File: config.mk
export PLATFORM = sky130hd
export DESIGN_NAME = dvru_ram
export DESIGN_NICKNAME = d
export VERILOG_FILES = /design/src/design/dvru_ram.sv
export SDC_FILE = /design/constraint.sdc
export NUM_CORES = 1
export LEC_CHECK = 0
export BUFFER_PORTS_ARGS = -buffer_cell sky130_fd_sc_hd__buf_2
export CAP_MARGIN = 25
export CORE_MARGIN = 2
export CORE_UTILIZATION = 59
export DETAILED_ROUTE_END_ITERATION = 10
export MAX_ROUTING_LAYER = met4
export PLACE_DENSITY_LB_ADDON = 0.08
export SYNTH_ARGS = -nofsm -noshare
export SYNTH_HDL_FRONTEND = slang
export SYNTH_SLANG_ARGS = --single-unit
File: constraint.sdc
create_clock -name clk -period 2 [get_ports clk]
set_input_delay 0.1 -clock clk [delete_from_list [all_inputs] [get_ports clk]]
set_output_delay 0.1 -clock clk [all_outputs]
set_load 0.02 [all_outputs]
File: src/design/dvru_ram.sv
// generic single-write, single-read memory with registered read data
`default_nettype none
module dvru_ram #(
  parameter int WIDTH = 8,
  parameter int DEPTH = 64
) (
  input  wire logic                                     clk,
  input  wire logic                                     we,
  input  wire logic [((DEPTH > 1) ? $clog2(DEPTH) : 1)-1:0] waddr,
  input  wire logic [WIDTH-1:0]                         wdata,
  input  wire logic [((DEPTH > 1) ? $clog2(DEPTH) : 1)-1:0] raddr,
  output logic      [WIDTH-1:0]                         rdata
);

  logic [WIDTH-1:0] mem [DEPTH];

  always_ff @(posedge clk) begin
    if (we) begin
      mem[waddr] <= wdata;
    end
    rdata <= mem[raddr];
  end

endmodule
`default_nettype wire

==> reports/metrics.cfg <==
[sta]
rsz0062_at_grt = false
setup_viol = 0
fmax_mhz = 509
skew_ps = 17.8
whs_ps = 79.4
slew_headroom_pct = 52.0
worst_slew_pin_slew_ps = 719
fin_crit_sh_pct = 98.2
worst_slack_ps = 35.1
hold_violations = 0
setup_tns_ps = 0
fin_crit_ps = 1960
drv_slew = 0

[clock_tree]
post_cts_buffers = 0
h-tree-depth = 2
clkTransAtPathRegs_ps = 60
clk_path_buf_depth = 3
clock_sinks = 520
cts_buffers = 50
cts_tree = done
clk_root_buffer_cell = clkbuf_16
insertion_delay_ps = 560

[worst_hold_path]
holdCritPathClass = in -> reg

[final_layout]
nets = 1136
final_cells = 1597
final_common_cell = edfxtp_1
stdcell_area_um2 = 23500
final_core_util_pct = 69.8
final_cell_mix = edfxtp_1 (512), buf_4 (130), mux4_2 (126)
drive_gt1_share_pct = 33.1
area_growth_pct = 16.3
nFillCells = 2033

[floorplanning]
start_util_pct = 60.0
core_area_um2 = 33600
ios = 30
die_w_um = 189
rows = 67
dieHeight_um = 189
die_area_um2 = 35700

[placement]
io_buffer_count = 29
place_inst = 1509
routabilityCongestion = 0.868
hpwl_um = 30100
placed_cell_area_um2 = 21800
pre_cts_slack_ps = -381

[critical_path]
cp.required_ps = 2430
critPathKind = reg -> reg
crit_chain = mux4_2 > mux4_2 > o21ai_0 > nand2_1
worstPathArrival_ps = 2390
endpoint_kind = register
critPathMaxFanout = 1
cpMaxStageDelayCell = mux4_2
worst_path_most_repeated_cell = mux4_2
max_stage_delay_ps = 520
start_kind = register

[run_status]
status = completed

[job]
drv_cap = 0

[synth]
synth_area_um2 = 20200
yosys_register_bits = 520
syn_area_per_cell_um2 = 21.5
postSynthCellCount = 940
yosys.cell_types.count = 40
ys_seq_area_share_pct = 77.0
yosysWarningCount = 0
synth.net_count = 962

[pwr]
irDropWorstVdd_mv = 0.741
finalPower_mw = 22.4
p_per_area_nw_per_um2 = 956
p_leak_nw = 7.65

[route]
drt-initial-drc-count = 1244
first_pass_iters = 5
num_vias = 10200
wl_per_cell_um = 28.3
routed_via_density = 6.36
antenna_left = 0
drt_wl_total_um = 45200
route.detailed.drc = 0

[global_routing]
antenna_found_initial = 1
gr-total-overflow = 0
grt_max_degree = 65
track_usage_pct = 27.0
grt_pass1_wl_um = 67200
first_global_vias = 10400

repair_timing:
item | in CTS | in global routing
endpoints found under the setup margin | 5 | 2
hold endpoints to repair | 3 | 0
hold buffers | 1 | 0
gates cloned | 0 | 0
resized for setup | 5 | 2
critical path: cells and delay by family (launching register included):
kind | cells | cell delay [ps]
muxes | 2 | 1030
and+or+nand+nor | 1 | 90
DFF | 1 | 370
AOI/OAI and AO/OA | 1 | 350
layout make-up:
type                    instances  area (um2)  share of cell area, %
diodes                          1        2.50                 0.0107
clock buffers                  64        1370                   5.83
clock inverters                22         203                  0.864
multi-input cells             369        4360                   18.6
flip-flops and latches        520       15500                   66.2
well taps                     448         561                   2.39
repair buffers                173        1430                   6.10
metal layers:
metal	GRT usage, %	part of all wire [%]	vias up
met5	-	0	-
met4	8.26	3.0	0
met3	4.39	7.4	96
met2	41.4	48	447
met1	38.4	41	5338
li1	-	-	4269
power by group:
group	total (mW)	internal [mW]	leakage, nW	switching [mW]
clock	9.06	5.30	0.761	3.75
sequential	12.1	12.1	4.67	0.0448
combinational	1.27	0.527	2.21	0.739
sequential cells by signal, indices dropped and copies added (netlist names):
signal	cells
rdata	8
mem	512
cell usage after synthesis:
cell | n | share of area, %
edfxtp_1 | 512 | 76
mux4_2 | 126 | 14
nor2_1 | 83 | 1.5
mux2i_1 | 23 | 1.1
nand2_1 | 19 | 0.35
clkbuf_1 | 17 | 0.32
nor2b_1 | 14 | 0.43
buf_4 | 13 | 0.48
mux2_2 | 13 | 0.73
nand3_1 | 13 | 0.32
buf_2 | 11 | 0.27
dfxtp_1 | 8 | 0.79
o221ai_1 | 8 | 0.35
o22ai_1 | 8 | 0.25
nand2b_1 | 7 | 0.22
nor3_1 | 7 | 0.17
a221oi_1 | 6 | 0.26
a211oi_1 | 4 | 0.15
buf_1 | 4 | 0.074
buf_6 | 4 | 0.22
a21oi_1 | 3 | 0.074
a22oi_1 | 3 | 0.11
nand3b_1 | 3 | 0.11
o2111ai_1 | 3 | 0.13
o2bb2ai_1 | 3 | 0.13
a2111oi_0 | 2 | 0.087
buf_12 | 2 | 0.20
nand4_1 | 2 | 0.062
nor4_1 | 2 | 0.062
o21a_1 | 2 | 0.074
o21ai_0 | 2 | 0.050
o21ai_1 | 2 | 0.050
o221a_2 | 2 | 0.11
o32ai_1 | 2 | 0.087
o41ai_1 | 2 | 0.087
a31oi_1 | 1 | 0.031
and2_1 | 1 | 0.031
nand4b_1 | 1 | 0.043
o311ai_1 | 1 | 0.043
or3_1 | 1 | 0.031
cells by family after synthesis:
logic type,count (synthesis),synth area share (%)
muxes,162,15.9
and+or+nand+nor,153,3.39
DFF,520,77.0
AOI/OAI and AO/OA,54,2.07
buffers and inverters,51,1.57
final timing paths:
path | depth (start not counted) | end | slack [ps] | from
hold reg to reg | 3 | rdata[4]$_DFF_P_ | 880 | mem[30][4]$_DFFE_PP_
setup reg to reg | 4 | rdata[7]$_DFF_P_ | 40 | mem[52][7]$_DFFE_PP_
hold / removal | 1 | mem[12][0]$_DFFE_PP_ | 80 | wdata[0]
setup / recovery | 4 | rdata[7]$_DFF_P_ | 40 | mem[52][7]$_DFFE_PP_
(Power assumes the default switching activity.)
