===== src/design/dvru_pkg.sv =====
// package: types, constants and codes shared by the route update unit
`default_nettype none
package dvru_pkg;

  localparam int ENTRIES = 64;
  localparam int IDX_W   = (ENTRIES > 1) ? $clog2(ENTRIES) : 1;
  localparam int CNT_W   = $clog2(ENTRIES + 1);

  localparam logic [30:0] MAX_COST = 31'h7FFF_FFFF;

  // func codes of an input word
  localparam logic FUNC_ADV = 1'b0;
  localparam logic FUNC_REQ = 1'b1;

  // msg_kind codes of a result word
  localparam logic KIND_ADV = 1'b0;
  localparam logic KIND_REQ = 1'b1;

  // status codes of a result word
  localparam logic STATUS_OK   = 1'b0;
  localparam logic STATUS_FULL = 1'b1;

  typedef struct packed {
    logic        func;
    logic [31:0] domain_key;
    logic [15:0] via_system;
    logic [30:0] offered_cost;
  } item_t;

  typedef struct packed {
    logic        status;
    logic        msg_kind;
    logic        to_all;
    logic [15:0] target_system;
    logic [31:0] out_key;
    logic [30:0] out_cost;
  } result_t;

  // one route table entry as stored in memory
  typedef struct packed {
    logic [31:0] key;
    logic [15:0] hop;
    logic        has_hop;
    logic [30:0] cost;
    logic        bad;
  } entry_t;

  // outcome of the shared comparator
  typedef struct packed {
    logic eq;
    logic lt;
  } cmp_res_t;

endpackage
`default_nettype wire


===== src/design/dvru_cmp.sv =====
// shared 32-bit comparator: equality for the key search, less-than for costs
`default_nettype none
module dvru_cmp (
  input  wire logic [31:0]        a,
  input  wire logic [31:0]        b,
  output dvru_pkg::cmp_res_t      res
);

  always_comb begin
    res.eq = (a == b);
    res.lt = (a < b);
  end

endmodule
`default_nettype wire


===== config.mk =====
export PLATFORM = sky130hd
export DESIGN_NAME = dvru_cmp
export DESIGN_NICKNAME = d
export VERILOG_FILES = /design/src/design/dvru_pkg.sv /design/src/design/dvru_cmp.sv
export SDC_FILE = /design/constraint.sdc
export NUM_CORES = 1
export LEC_CHECK = 0
export BUFFER_PORTS_ARGS = -buffer_cell sky130_fd_sc_hd__buf_2
export CAP_MARGIN = 10
export CORE_MARGIN = 2
export CORE_UTILIZATION = 31
export DETAILED_ROUTE_END_ITERATION = 8
export MAX_ROUTING_LAYER = met4
export PLACE_DENSITY = 0.73
export SETUP_SLACK_MARGIN = 0.05
export SLEW_MARGIN = 20
export SYNTH_ARGS = -nofsm -noshare
export SYNTH_HDL_FRONTEND = slang
export SYNTH_SLANG_ARGS = --single-unit

===== constraint.sdc =====
create_clock -name vclk -period 2.3
set_clock_uncertainty 0.05 [all_clocks]
set_input_delay 0.23 -clock vclk [all_inputs]
set_output_delay 0.23 -clock vclk [all_outputs]
set_load 0.02 [all_outputs]

==> metrics.cfg <==
[finish]
final_core_util = 0.547
nets = 282
nFillCells = 249
drive_above_1_share = 0.484
synthToLayoutAreaGrowth_pct = 67.6
n_antenna_cell = 0
nClkBuffers = 0
layout.area.seq_sq_um = 0
final_cell_mix = buf_2, inv_1, ha_1
n_sequential_cell = 0
design_area_sq_um = 1360
mostFrequentLayoutCell = buf_2

[sta]
hold_viol = 0
worst_pin_slew_ps = 324
rsz0062_at_grt = yes
slew_headroom = 0.782
setup_viol = 0
period_minus_slack_ps = 2220
slew_viol_final = 0
hold_slack_ps = 867
period_share = 0.967
finalWorstSetupSlack_ps = 75.4
fmax_mhz = 450

[floorplan]
die_w_microns = 55.1
rows = 18
io-pin-count = 66
dieArea_sq_um = 3030
core_area_sq_um = 2480
initial_core_util = 0.326
chipHeight_microns = 55.1

[run]
drv_cap = 0

[placement]
dp_slack_ps = -99.6
place_area_sq_um = 1200
portBuffers = 66
hpwlAfterDp_microns = 1680
globalplace.congestion = 0.641

[global_route]
grt_pass1_wl_microns = 3070
grt_max_degree = 4
grt_overflow = 0
grt_use_total = 0.132
antenna_found_initial = 0
grt_pass1_vias = 909

[logic_synthesis]
yosysUniqueCellTypes = 22
yosys-top-cells-area = ha_1, inv_1, a21oi_1, nand2_1, nand4_1
synth_nets = 211
synth_top_area_cell = ha_1
syn_area_per_cell_sq_um = 7.03
synth_cells = 115
ys_seq_area_frac = 0
synthesis.area_sq_um = 808
yosysTopAreaCellShare = 0.495
yosys_warnings = 0

[worst_setup_path]
critical_path_class = input port to output pin
worst-path-buf-inv = 2
cp-start-kind = input port
cpMaxStageDelayCell = or4b_4
path_cells = buf_2, ha_1, nand2_1, nor4_2, a21boi_1, or4b_4, a2111oi_4, buf_4
crit_start = a[7]
worstPathRequired_ps = 2020
cp_data_arrival_time_ps = 1940
crit_fanout = 2
max_stage_delay_ps = 530
cp_top_family = simple AND/OR/NAND/NOR gates
path_depth = 8
cp-end-kind = output pin
crit_path_end = res[0]

[power]
p_int_uw = 116
p_per_area_nw_per_um2 = 155
p_comb_frac = 1.000
switchingPower_uw = 93.9
power.leakage_nw = 0.787
p_clk_frac = 0
peakVddDrop_mv = 0.0936
seqPwrFrac = 0
p_sw_frac = 0.447

[route]
wl_per_cell_microns = 9.27
ant_nets = 0
first_pass_iters = 3
viasPerCell = 4.63
drt_iter0_markers = 2
wirelength_microns = 1980
vias = 991
drc_errors = 0

[min_path]
hold_class = input port to output pin

[outcome]
status = finished, final reports clean

-- worst min-delay path by stage --
stage               startpoint  endpoint  slack, ps  depth (start not counted)
floorplan                a[31]    res[0]        640                          2
global placement         a[31]    res[0]        880                          4
detailed placement       a[31]    res[0]        870                          4
CTS                      a[31]    res[0]        870                          4
global route             a[31]    res[0]        890                          4
finish                   a[31]    res[0]        870                          4
-- through the flow --
| step | cells | power (mW) | setup TNS, ps |
|---|---|---|---|
| 3_3_place_gp | 212 | 0.175 | -84.7 |
| 2_1_floorplan | 115 | 0.101 | 0 |
| 3_5_place_dp | 212 | 0.176 | -99.6 |
| 6_report | 214 | 0.210 | 0 |
| 4_1_cts | 214 | 0.205 | 0 |
| 5_1_grt | 214 | 0.245 | -6.14 |
-- final cells by class --
cell class	instances	area [sq um]	share of cell area
Tap cell	30	37.5	0.0277
Multi-Input combinational cell	83	827	0.610
Inverter	32	123	0.0905
Timing Repair Buffer	69	368	0.271
-- metal layers --
metal,part of all wire,vias to the layer above,track usage
li1,-,533,-
met1,0.43,409,0.143
met2,0.46,49,0.280
met3,0.11,0,0.00269
met4,0,0,0
met5,0,-,-
-- cell usage after synthesis (all sizes together) --
cell	n
nor2	6
and4	2
or4b	1
or3	1
a211o	1
nand3	2
a21oi	11
a21o	1
nand4	4
o21ai	4
a221oi	1
nor4	1
nor2b	2
inv	32
ha	32
a2111oi	1
nand2	10
o211ai	1
a211oi	1
a21boi	1
-- cell families (layout without fill, tap and decap cells) --
kind of cell / Yosys count / after routing / share of synthesized area
fa+ha+maj: 32 / 32 / 0.495
buf+inv: 32 / 101 / 0.149
simple gates: 29 / 29 / 0.186
compound gates: 22 / 22 / 0.170
-- worst min-delay path: stages --
cell,delay [ps]
buf_2,80
ha_1,180
a2111oi_4,40
buf_4,150
-- power groups by stage --
stage                     logic [mW]  clock network, mW  registers, mW
after CTS                      0.205                  0              0
after floorplan                0.101                  0              0
final                          0.210                  0              0
after global placement         0.175                  0              0
after global routing           0.245                  0              0
after detailed placement       0.176                  0              0
-- what timing repair did --
| action | CTS | global route |
|---|---|---|
| pin swaps | 7 | 2 |
| hold buffers | 0 | 0 |
| resized for setup | 15 | 8 |
| buffers inserted | 2 | 0 |
| gates cloned | 0 | 0 |
| setup endpoints to repair | 1 | 1 |
(Power assumes the default switching activity.)
